--- src/rtl/ncps_pkg.sv ---
`timescale 1ns / 1ps
// ----------------------------------------------------------------------------
// ncps_pkg
// Shared constants, types and arithmetic helpers for the nearest camera
// pixel select pipeline.
// ----------------------------------------------------------------------------
package ncps_pkg;

  localparam int NUM_CAMS    = 4;
  localparam int CAM_IDX_W   = 2;
  localparam int COORD_W     = 11;
  localparam int COORD_LIMIT = 2048;
  localparam int PIXEL_W     = 24;
  localparam int CFG_INDEX_W = 4;

  // Sum of two squared coordinate differences, padded to an even width for the
  // two-bits-per-step square root.
  localparam int SQ_W  = 2 * COORD_W + 1;
  localparam int RAD_W = SQ_W + (SQ_W % 2);
  localparam int DIST_W = RAD_W / 2;
  localparam int REM_W  = DIST_W + 1;

  localparam int SQRT_STEPS_PER_STAGE = 3;
  localparam int SQRT_STAGES = DIST_W / SQRT_STEPS_PER_STAGE;

  // Largest floored distance between two clamped points.
  localparam int DIST_BOUND = 2894;

  typedef enum logic [CFG_INDEX_W-1:0] {
    REG_CAM0_X = 4'd0,
    REG_CAM0_Y = 4'd1,
    REG_CAM1_X = 4'd2,
    REG_CAM1_Y = 4'd3,
    REG_CAM2_X = 4'd4,
    REG_CAM2_Y = 4'd5,
    REG_CAM3_X = 4'd6,
    REG_CAM3_Y = 4'd7
  } cfg_reg_e;

  typedef logic [COORD_W-1:0]   coord_t;
  typedef logic [PIXEL_W-1:0]   pixel_t;
  typedef logic [SQ_W-1:0]      sq_t;
  typedef logic [DIST_W-1:0]    dist_t;
  typedef logic [CAM_IDX_W-1:0] cam_idx_t;

  typedef coord_t [NUM_CAMS-1:0] cam_coord_t;
  typedef pixel_t [NUM_CAMS-1:0] pix_arr_t;
  typedef sq_t    [NUM_CAMS-1:0] sq_arr_t;
  typedef dist_t  [NUM_CAMS-1:0] dist_arr_t;

  typedef struct packed {
    logic [RAD_W-1:0] rad;
    logic [REM_W-1:0] rem;
    dist_t            root;
  } sqrt_lane_t;

  typedef sqrt_lane_t [NUM_CAMS-1:0] sqrt_arr_t;

  typedef struct packed {
    pixel_t   pixel;
    cam_idx_t idx;
    dist_t    distance;
  } pick_t;

  localparam coord_t CAM_X_RESET [NUM_CAMS] = '{11'd625, 11'd625, 11'd500, 11'd750};
  localparam coord_t CAM_Y_RESET [NUM_CAMS] = '{11'd500, 11'd1300, 11'd800, 11'd800};

  function automatic coord_t clamp_coord(input coord_t v);
    if ((COORD_W + 2)'(v) >= (COORD_W + 2)'(COORD_LIMIT)) begin
      return COORD_W'(COORD_LIMIT - 1);
    end
    return v;
  endfunction

  function automatic coord_t abs_diff(input coord_t a, input coord_t b);
    return (a >= b) ? (a - b) : (b - a);
  endfunction

  // One restoring square root step: brings in the next two radicand bits and
  // decides one root bit.
  function automatic sqrt_lane_t sqrt_step(input sqrt_lane_t s);
    logic [REM_W+1:0] cur;
    logic [REM_W+1:0] trial;
    sqrt_lane_t       r;
    cur   = {s.rem, s.rad[RAD_W-1 -: 2]};
    trial = (REM_W + 2)'({s.root, 2'b01});
    r.rad = {s.rad[RAD_W-3:0], 2'b00};
    if (cur >= trial) begin
      r.rem  = REM_W'(cur - trial);
      r.root = {s.root[DIST_W-2:0], 1'b1};
    end else begin
      r.rem  = REM_W'(cur);
      r.root = {s.root[DIST_W-2:0], 1'b0};
    end
    return r;
  endfunction

endpackage

--- src/rtl/nearest_camera_pixel_select.sv ---
`timescale 1ns / 1ps
// ----------------------------------------------------------------------------
// nearest_camera_pixel_select
// Picks, for each output pixel, the pixel of the nearest of four cameras.
// ----------------------------------------------------------------------------
// Usage:
//   Input channel (in_valid/in_ready): one beat per output pixel, carrying the
//   pixel position (col, row) and the four camera pixels at that position.
//   Output channel (out_valid/out_ready): one beat per input beat, in order,
//   with the chosen pixel, the camera index and the floored distance.
//   Configuration channel (cfg_valid/cfg_ready): cfg_index selects one of the
//   eight camera coordinate registers; indexes above seven are dropped.
//   cfg_ready is always high. Write only while the pipeline is empty.
//   An input beat reaches the output through two stages of
//   difference and sum of squares, four stages of the square root at three
//   root bits per stage, and two stages of the minimum tree.
//   Throughput is one beat per cycle. The whole pipeline advances together;
//   when the output register holds a beat that is not taken, every stage
//   holds and in_ready drops, so nothing is lost or repeated.
//   Synchronous reset empties the pipeline and loads the default camera
//   positions.
// ----------------------------------------------------------------------------
module nearest_camera_pixel_select (
  input  logic                           clk,
  input  logic                           rst,
  input  logic                           in_valid,
  output logic                           in_ready,
  input  ncps_pkg::coord_t                col,
  input  ncps_pkg::coord_t                row,
  input  ncps_pkg::pixel_t                pixel_src0,
  input  ncps_pkg::pixel_t                pixel_src1,
  input  ncps_pkg::pixel_t                pixel_src2,
  input  ncps_pkg::pixel_t                pixel_src3,
  output logic                           out_valid,
  input  logic                           out_ready,
  output ncps_pkg::pixel_t                pixel_out,
  output ncps_pkg::cam_idx_t              chosen_source,
  output ncps_pkg::dist_t                 nearest_distance,
  input  logic                           cfg_valid,
  output logic                           cfg_ready,
  input  logic [ncps_pkg::CFG_INDEX_W-1:0] cfg_index,
  input  ncps_pkg::coord_t                cfg_data
);
  import ncps_pkg::*;

  localparam int PIX_DELAY = 2 + SQRT_STAGES;

  logic       en;
  cam_coord_t cam_x;
  cam_coord_t cam_y;
  sq_arr_t    sq;
  logic       sq_valid;
  sqrt_arr_t  sqrt_lanes [SQRT_STAGES+1];
  logic       sqrt_valid [SQRT_STAGES+1];
  dist_arr_t  dists;
  pix_arr_t   pix_pipe [PIX_DELAY];

  assign en        = !out_valid || out_ready;
  assign in_ready  = en;
  assign cfg_ready = 1'b1;

  always_ff @(posedge clk) begin
    if (rst) begin
      for (int i = 0; i < NUM_CAMS; i++) begin
        cam_x[i] <= CAM_X_RESET[i];
        cam_y[i] <= CAM_Y_RESET[i];
      end
    end else if (cfg_valid) begin
      case (cfg_index)
        REG_CAM0_X: cam_x[0] <= cfg_data;
        REG_CAM0_Y: cam_y[0] <= cfg_data;
        REG_CAM1_X: cam_x[1] <= cfg_data;
        REG_CAM1_Y: cam_y[1] <= cfg_data;
        REG_CAM2_X: cam_x[2] <= cfg_data;
        REG_CAM2_Y: cam_y[2] <= cfg_data;
        REG_CAM3_X: cam_x[3] <= cfg_data;
        REG_CAM3_Y: cam_y[3] <= cfg_data;
        default: ;
      endcase
    end
  end

  // Camera pixels ride alongside the distance computation.
  always_ff @(posedge clk) begin
    if (en) begin
      pix_pipe[0] <= {pixel_src3, pixel_src2, pixel_src1, pixel_src0};
      for (int s = 1; s < PIX_DELAY; s++) begin
        pix_pipe[s] <= pix_pipe[s-1];
      end
    end
  end

  ncps_dist_sq u_dist_sq (
    .clk       (clk),
    .rst       (rst),
    .en        (en),
    .valid_in  (in_valid),
    .col       (col),
    .row       (row),
    .cam_x     (cam_x),
    .cam_y     (cam_y),
    .valid_out (sq_valid),
    .sq        (sq)
  );

  always_comb begin
    for (int i = 0; i < NUM_CAMS; i++) begin
      sqrt_lanes[0][i].rad  = RAD_W'(sq[i]);
      sqrt_lanes[0][i].rem  = '0;
      sqrt_lanes[0][i].root = '0;
    end
  end
  assign sqrt_valid[0] = sq_valid;

  for (genvar g = 0; g < SQRT_STAGES; g++) begin : g_sqrt
    ncps_sqrt_stage u_sqrt_stage (
      .clk       (clk),
      .rst       (rst),
      .en        (en),
      .valid_in  (sqrt_valid[g]),
      .lanes_in  (sqrt_lanes[g]),
      .valid_out (sqrt_valid[g+1]),
      .lanes_out (sqrt_lanes[g+1])
    );
  end

  always_comb begin
    for (int i = 0; i < NUM_CAMS; i++) begin
      dists[i] = sqrt_lanes[SQRT_STAGES][i].root;
    end
  end

  ncps_select u_select (
    .clk              (clk),
    .rst              (rst),
    .en               (en),
    .valid_in         (sqrt_valid[SQRT_STAGES]),
    .dists            (dists),
    .pix              (pix_pipe[PIX_DELAY-1]),
    .valid_out        (out_valid),
    .pixel_out        (pixel_out),
    .chosen_source    (chosen_source),
    .nearest_distance (nearest_distance)
  );

  a_reset_empties: assert property (@(posedge clk) rst |=> !out_valid)
    else $error("output valid right after reset");

  a_stall_only_when_full: assert property (@(posedge clk) disable iff (rst)
    !in_ready |-> out_valid)
    else $error("input stalled with an empty output register");

  a_distance_bound: assert property (@(posedge clk) disable iff (rst)
    out_valid |-> nearest_distance <= DIST_W'(DIST_BOUND))
    else $error("nearest distance beyond the largest possible value");

endmodule

--- src/rtl/ncps_dist_sq.sv ---
`timescale 1ns / 1ps
// ----------------------------------------------------------------------------
// ncps_dist_sq
// Two stages: clamped absolute coordinate differences, then the sum of their
// squares for each of the four cameras.
// ----------------------------------------------------------------------------
module ncps_dist_sq (
  input  logic                clk,
  input  logic                rst,
  input  logic                en,
  input  logic                valid_in,
  input  ncps_pkg::coord_t     col,
  input  ncps_pkg::coord_t     row,
  input  ncps_pkg::cam_coord_t cam_x,
  input  ncps_pkg::cam_coord_t cam_y,
  output logic                valid_out,
  output ncps_pkg::sq_arr_t    sq
);
  import ncps_pkg::*;

  cam_coord_t dx;
  cam_coord_t dy;
  logic       diff_valid;
  coord_t     px;
  coord_t     py;

  assign px = clamp_coord(col);
  assign py = clamp_coord(row);

  always_ff @(posedge clk) begin
    if (rst) begin
      diff_valid <= 1'b0;
      valid_out  <= 1'b0;
    end else if (en) begin
      diff_valid <= valid_in;
      valid_out  <= diff_valid;
    end
  end

  always_ff @(posedge clk) begin
    if (en) begin
      for (int i = 0; i < NUM_CAMS; i++) begin
        dx[i] <= abs_diff(px, clamp_coord(cam_x[i]));
        dy[i] <= abs_diff(py, clamp_coord(cam_y[i]));
        sq[i] <= SQ_W'(dx[i] * dx[i]) + SQ_W'(dy[i] * dy[i]);
      end
    end
  end

endmodule

--- src/rtl/ncps_sqrt_stage.sv ---
`timescale 1ns / 1ps
// ----------------------------------------------------------------------------
// ncps_sqrt_stage
// One register stage of the pipelined integer square root, several root bits
// per stage, four lanes side by side.
// ----------------------------------------------------------------------------
module ncps_sqrt_stage (
  input  logic                clk,
  input  logic                rst,
  input  logic                en,
  input  logic                valid_in,
  input  ncps_pkg::sqrt_arr_t  lanes_in,
  output logic                valid_out,
  output ncps_pkg::sqrt_arr_t  lanes_out
);
  import ncps_pkg::*;

  sqrt_arr_t lanes_next;

  always_comb begin
    lanes_next = lanes_in;
    for (int s = 0; s < SQRT_STEPS_PER_STAGE; s++) begin
      for (int i = 0; i < NUM_CAMS; i++) begin
        lanes_next[i] = sqrt_step(lanes_next[i]);
      end
    end
  end

  always_ff @(posedge clk) begin
    if (rst) begin
      valid_out <= 1'b0;
    end else if (en) begin
      valid_out <= valid_in;
    end
  end

  always_ff @(posedge clk) begin
    if (en) begin
      lanes_out <= lanes_next;
    end
  end

endmodule

--- src/rtl/ncps_select.sv ---
`timescale 1ns / 1ps
// ----------------------------------------------------------------------------
// ncps_select
// Two-level minimum tree over the four distances, lower index winning ties,
// ending in the output register.
// ----------------------------------------------------------------------------
module ncps_select (
  input  logic                clk,
  input  logic                rst,
  input  logic                en,
  input  logic                valid_in,
  input  ncps_pkg::dist_arr_t  dists,
  input  ncps_pkg::pix_arr_t   pix,
  output logic                valid_out,
  output ncps_pkg::pixel_t     pixel_out,
  output ncps_pkg::cam_idx_t   chosen_source,
  output ncps_pkg::dist_t      nearest_distance
);
  import ncps_pkg::*;

  pick_t pair_pick [2];
  logic  pair_valid;

  always_ff @(posedge clk) begin
    if (rst) begin
      pair_valid <= 1'b0;
      valid_out  <= 1'b0;
    end else if (en) begin
      pair_valid <= valid_in;
      valid_out  <= pair_valid;
    end
  end

  always_ff @(posedge clk) begin
    if (en) begin
      for (int p = 0; p < 2; p++) begin
        if (dists[2*p+1] < dists[2*p]) begin
          pair_pick[p] <= '{pixel: pix[2*p+1], idx: CAM_IDX_W'(2*p+1),
                            distance: dists[2*p+1]};
        end else begin
          pair_pick[p] <= '{pixel: pix[2*p], idx: CAM_IDX_W'(2*p),
                            distance: dists[2*p]};
        end
      end
      if (pair_pick[1].distance < pair_pick[0].distance) begin
        pixel_out        <= pair_pick[1].pixel;
        chosen_source    <= pair_pick[1].idx;
        nearest_distance <= pair_pick[1].distance;
      end else begin
        pixel_out        <= pair_pick[0].pixel;
        chosen_source    <= pair_pick[0].idx;
        nearest_distance <= pair_pick[0].distance;
      end
    end
  end

endmodule

--- config.mk ---
export PLATFORM = sky130hd
export DESIGN_NAME = nearest_camera_pixel_select
export DESIGN_NICKNAME = d
export VERILOG_FILES = /design/src/rtl/ncps_pkg.sv /design/src/rtl/nearest_camera_pixel_select.sv /design/src/rtl/ncps_dist_sq.sv /design/src/rtl/ncps_sqrt_stage.sv /design/src/rtl/ncps_select.sv
export SDC_FILE = /design/constraint.sdc
export NUM_CORES = 2
export LEC_CHECK = 0
export BUFFER_PORTS_ARGS = -buffer_cell sky130_fd_sc_hd__buf_2
export CORE_MARGIN = 5
export CORE_UTILIZATION = 48
export CTS_CLUSTER_SIZE = 24
export DETAILED_ROUTE_END_ITERATION = 16
export GPL_ROUTABILITY_DRIVEN = 0
export SYNTH_ARGS = -nofsm -noshare
export SYNTH_HDL_FRONTEND = slang
export SYNTH_SLANG_ARGS = --single-unit
--- constraint.sdc ---
create_clock -name clk -period 117.8 [get_ports clk]
set_input_delay 23.56 -clock clk [delete_from_list [all_inputs] [get_ports clk]]
set_output_delay 23.56 -clock clk [all_outputs]
set_load 0.03 [all_outputs]
==> run summary <==
CRITICAL PATH
-----------------------------------------------------------------------------------------------
Minimum setup slack among reg-to-reg paths .......................................    109.27 ns
Critical path buffers and inverters ..............................................            4
Most numerous cell on the critical path ..........................................        buf_2
Required time worst endpoint .....................................................     94.24 ns
Crit path launch type ............................................................    input pin
Critical Path Slowest Stage Cell .................................................        buf_4
Worst path arrival time ..........................................................     25.04 ns
Largest fanout on the critical path ..............................................           48
Crit Path Category ............................................................... input pin to output pin
Worst path top cell family by delay .............................................. buffers and inverters
Critical path capture point type .................................................   output pin
Cell Chain, Critical Path ........................................................ buf_2 -> nor2b_4 -> buf_4 -> inv_8 -> buf_2
Worst stage delay on the critical path ...........................................      0.58 ns

CLOCK NETWORK
-----------------------------------------------------------------------------------------------
Number of buffers between clock root and the deepest sink ........................            3
Clock input transition at the sequential cells of the worst setup and hold paths .      0.06 ns
Worst skew pair latency ..........................................................      0.80 ns
CTS Buf Count ....................................................................          153
Hold buffers post-CTS ............................................................            0
Number of clock sinks seen by CTS ................................................        1,384
PostCTS Resize Cnt ...............................................................            0
Clock root buffer ................................................................    clkbuf_16
Clock tree from TritonCTS ........................................................        built
Number of buffers inserted by post-CTS setup repair ..............................            0
Level count of the clock H-tree ..................................................            4

ROUTING
-----------------------------------------------------------------------------------------------
Remaining antenna violation count ................................................            0
DRC violation count after routing ................................................            0
Final routed wire length divided by cell count ...................................      17.1 um
Vias per Instance ................................................................         5.30
DRT Pass-1 Iters .................................................................            6
Routed WL ........................................................................   206,000 um
DRT iter0 DRCs ...................................................................        3,854
Via count ........................................................................       63,800

SYNTHESIS
-----------------------------------------------------------------------------------------------
Number of library cell types mapped by synthesis .................................          101
Ranking of synthesized cells by area ............................................. edfxtp_1 39%, fa_1 13%, ha_1 12%
Cells after Synth ................................................................        9,091
Fraction of registers with async set/reset .......................................           0%
Synth Register Bits ..............................................................        1,384
Flip-flop cell with the highest count after synthesis ............................     edfxtp_1
Cell taking the most area after synthesis ........................................     edfxtp_1
Post-synth net total .............................................................       10,800
Most frequent cell after synthesis ...............................................        inv_1
Most numerous cell types in the synthesized netlist .............................. 1,423 x inv_1, 1,287 x edfxtp_1, 941 x ha_1
EDFF count, synth ................................................................        1,287
Area share of the leading cell type in the synthesized netlist ...................        38.8%
Count of synthesis-stage warnings from yosys .....................................            0
Part of the Yosys area used for sequential elements ..............................        40.8%
Average cell area after synthesis ................................................    10.9 um^2
Post-synth design cell area ......................................................  99,500 um^2

STA
-----------------------------------------------------------------------------------------------
Final worst clock skew ...........................................................    0.0432 ns
Number of max-slew violations in the final report ................................            0
Tcrit/Tclk final .................................................................        41.3%
Unrepaired setup endpoints after global routing ..................................        false
Maximum clock rate ...............................................................   0.0206 GHz
Count of endpoints failing setup in the final report .............................            0
Final Hold Violating Endpoints ...................................................            0
Measured slew at the worst slew-check pin ........................................      1.28 ns
Time the worst path needs with I/O delays and setup ..............................     48.61 ns
Slew margin rel. .................................................................        14.3%
Summed negative setup slack over all endpoints ...................................         0 ns
Worst path setup slack after routing .............................................     69.20 ns

GLOBAL ROUTE
-----------------------------------------------------------------------------------------------
Wire length of the first global-routing pass .....................................   337,000 um
Antenna violations before repair .................................................           17
Global-route congestion overflow total ...........................................            0
Largest net degree at the start of global routing ................................          199
Overall fraction of global-route tracks in use ...................................        19.1%
Vias in the first global route ...................................................       65,000

PLACEMENT
-----------------------------------------------------------------------------------------------
Number of buffers inserted by port buffering .....................................          177
Hpwl dp ..........................................................................   159,000 um
Pre-CTS worst setup slack ........................................................     69.17 ns

FLOORPLAN
-----------------------------------------------------------------------------------------------
Die extent in x ..................................................................       465 um
Die outline height ...............................................................       465 um
Total die area ................................................................... 217,000 um^2
I/O pin count ....................................................................          179
Core region area ................................................................. 207,000 um^2
Std cell rows ....................................................................          167
Initial standard-cell utilization of the core ....................................        48.2%

RUN
-----------------------------------------------------------------------------------------------
Count of max-cap constraint violations ...........................................            0

LAYOUT
-----------------------------------------------------------------------------------------------
Share of final-layout standard cells stronger than drive strength 1 ..............        6.90%
Number of fill cells .............................................................       18,000
Synthesis-to-finish area growth ..................................................        9.05%
Total Nets Final .................................................................       10,900

STATUS
-----------------------------------------------------------------------------------------------
Run status ....................................................................... finished clean

WORST HOLD PATH
-----------------------------------------------------------------------------------------------
Class of the worst hold path ..................................................... flop to flop

[sequential cells by signal, summed over array words and instances (netlist names), 12 cells and up]
signal / count
cam_x: 44
cam_y: 44
g_sqrt.u_sqrt_stage.lanes_out: 420
pix_pipe: 576
u_dist_sq.dx: 44
u_dist_sq.dy: 44
u_dist_sq.sq: 92
u_select.nearest_distance: 12
u_select.pair_pick: 74
u_select.pixel_out: 24
[layout by cell type (no fill, tap or decap), types with 25 or more instances in the layout]
| cell type | Yosys | final |
|---|---|---|
| or3_1 | 38 | 38 |
| clkbuf_16 | 0 | 156 |
| and3_1 | 39 | 39 |
| a21o_1 | 227 | 227 |
| o31ai_1 | 28 | 27 |
| a31oi_1 | 40 | 40 |
| ha_1 | 941 | 941 |
| xnor2_1 | 326 | 326 |
| nor2_1 | 576 | 576 |
| a211oi_1 | 48 | 48 |
| fa_1 | 668 | 668 |
| mux2_2 | 103 | 103 |
| or2_2 | 28 | 28 |
| mux2i_1 | 163 | 163 |
| and2_1 | 267 | 267 |
| o21bai_1 | 98 | 98 |
| o211ai_1 | 25 | 25 |
| inv_1 | 1423 | 1423 |
| xor2_1 | 155 | 155 |
| nor3_1 | 127 | 125 |
| nand2_1 | 531 | 530 |
| o21a_1 | 55 | 55 |
| nor2b_1 | 107 | 106 |
| o21ai_0 | 267 | 267 |
| clkinv_2 | 0 | 26 |
| buf_2 | 6 | 176 |
| dfxtp_1 | 97 | 97 |
| nand3_1 | 104 | 104 |
| a211o_1 | 56 | 56 |
| nand2b_1 | 87 | 87 |
| buf_4 | 2 | 34 |
| nand4_1 | 50 | 50 |
| a21oi_1 | 501 | 500 |
| edfxtp_1 | 1287 | 1287 |
| nor4_1 | 40 | 39 |
[routing by layer]
layer | track usage, % | up-vias | share of wire, %
met5 | 0 | - | 0.027
met1 | 26.0 | 31100 | 46
met2 | 32.3 | 1128 | 48
met3 | 2.77 | 297 | 4.3
met4 | 5.04 | 10 | 2.5
li1 | - | 31200 | -
[path summary, 6_finish.rpt]
| kind | end | cells after the start | start |
|---|---|---|---|
| setup / recovery | in_ready | 5 | out_ready |
| hold / removal | pix_pipe[1][63] | 0 | pix_pipe[0][63] |
| setup reg to reg | g_sqrt[2].u_sqrt_stage.lanes_out[169] | 28 | g_sqrt[1].u_sqrt_stage.lanes_out[152] |
| hold reg to reg | pix_pipe[1][63] | 0 | pix_pipe[0][63] |
[cell families (layout without fill, tap and decap cells)]
kind of cell	after synthesis	count (layout)	share of synthesized area [%]
and+or+nand+nor	2112	2112	10.4
DFF	1384	1384	40.8
AOI/OAI and AO/OA	1541	1541	9.96
buffers and inverters	1694	1927	6.44
xor gates and xnor gates	482	482	4.26
muxes	268	268	2.83
adders and majority gates	1609	1609	25.3
other	1	17	0.00377
[metrics by stage]
| step | hold WS (ns) | std cells | instance area (um^2) | util [%] |
|---|---|---|---|---|
| final | 0.396 | 12000 | 109000 | 52.5 |
| after CTS | 0.390 | 12000 | 108000 | 52.5 |
| after global placement | 0.400 | 11700 | 103000 | 49.9 |
| after global routing | 0.398 | 12000 | 108000 | 52.5 |
| after floorplan | 0.400 | 9091 | 99500 | - |
| after detailed placement | 0.405 | 11700 | 103000 | 49.9 |
[worst reg2reg max path: cells and delay by family, from the launching register on]
kind	cells	cell delay (ns)
AO/OA/AOI/OAI	8	1.37
buffers and inverters	3	0.93
flip-flops	1	0.37
XOR/XNOR	1	0.21
multiplexers	1	0.31
adder cells (fa/ha/maj)	3	1.01
AND/OR/NAND/NOR	12	4.09
[cell type report]
| cell class | count | area, um^2 | area share, % |
|---|---|---|---|
| multi-input combinational | 6013 | 52600 | 48.4 |
| clock buffer | 181 | 4020 | 3.70 |
| clock inverter | 99 | 1320 | 1.21 |
| tap | 2704 | 3380 | 3.12 |
| inverter | 1434 | 5400 | 4.98 |
| sequential | 1384 | 40600 | 37.4 |
| antenna | 16 | 40.0 | 0.0369 |
| timing repair buffer | 213 | 1200 | 1.10 |
Power is not shown: default switching activity piles up to over one toggle a cycle in this logic, so the estimate is an artifact.
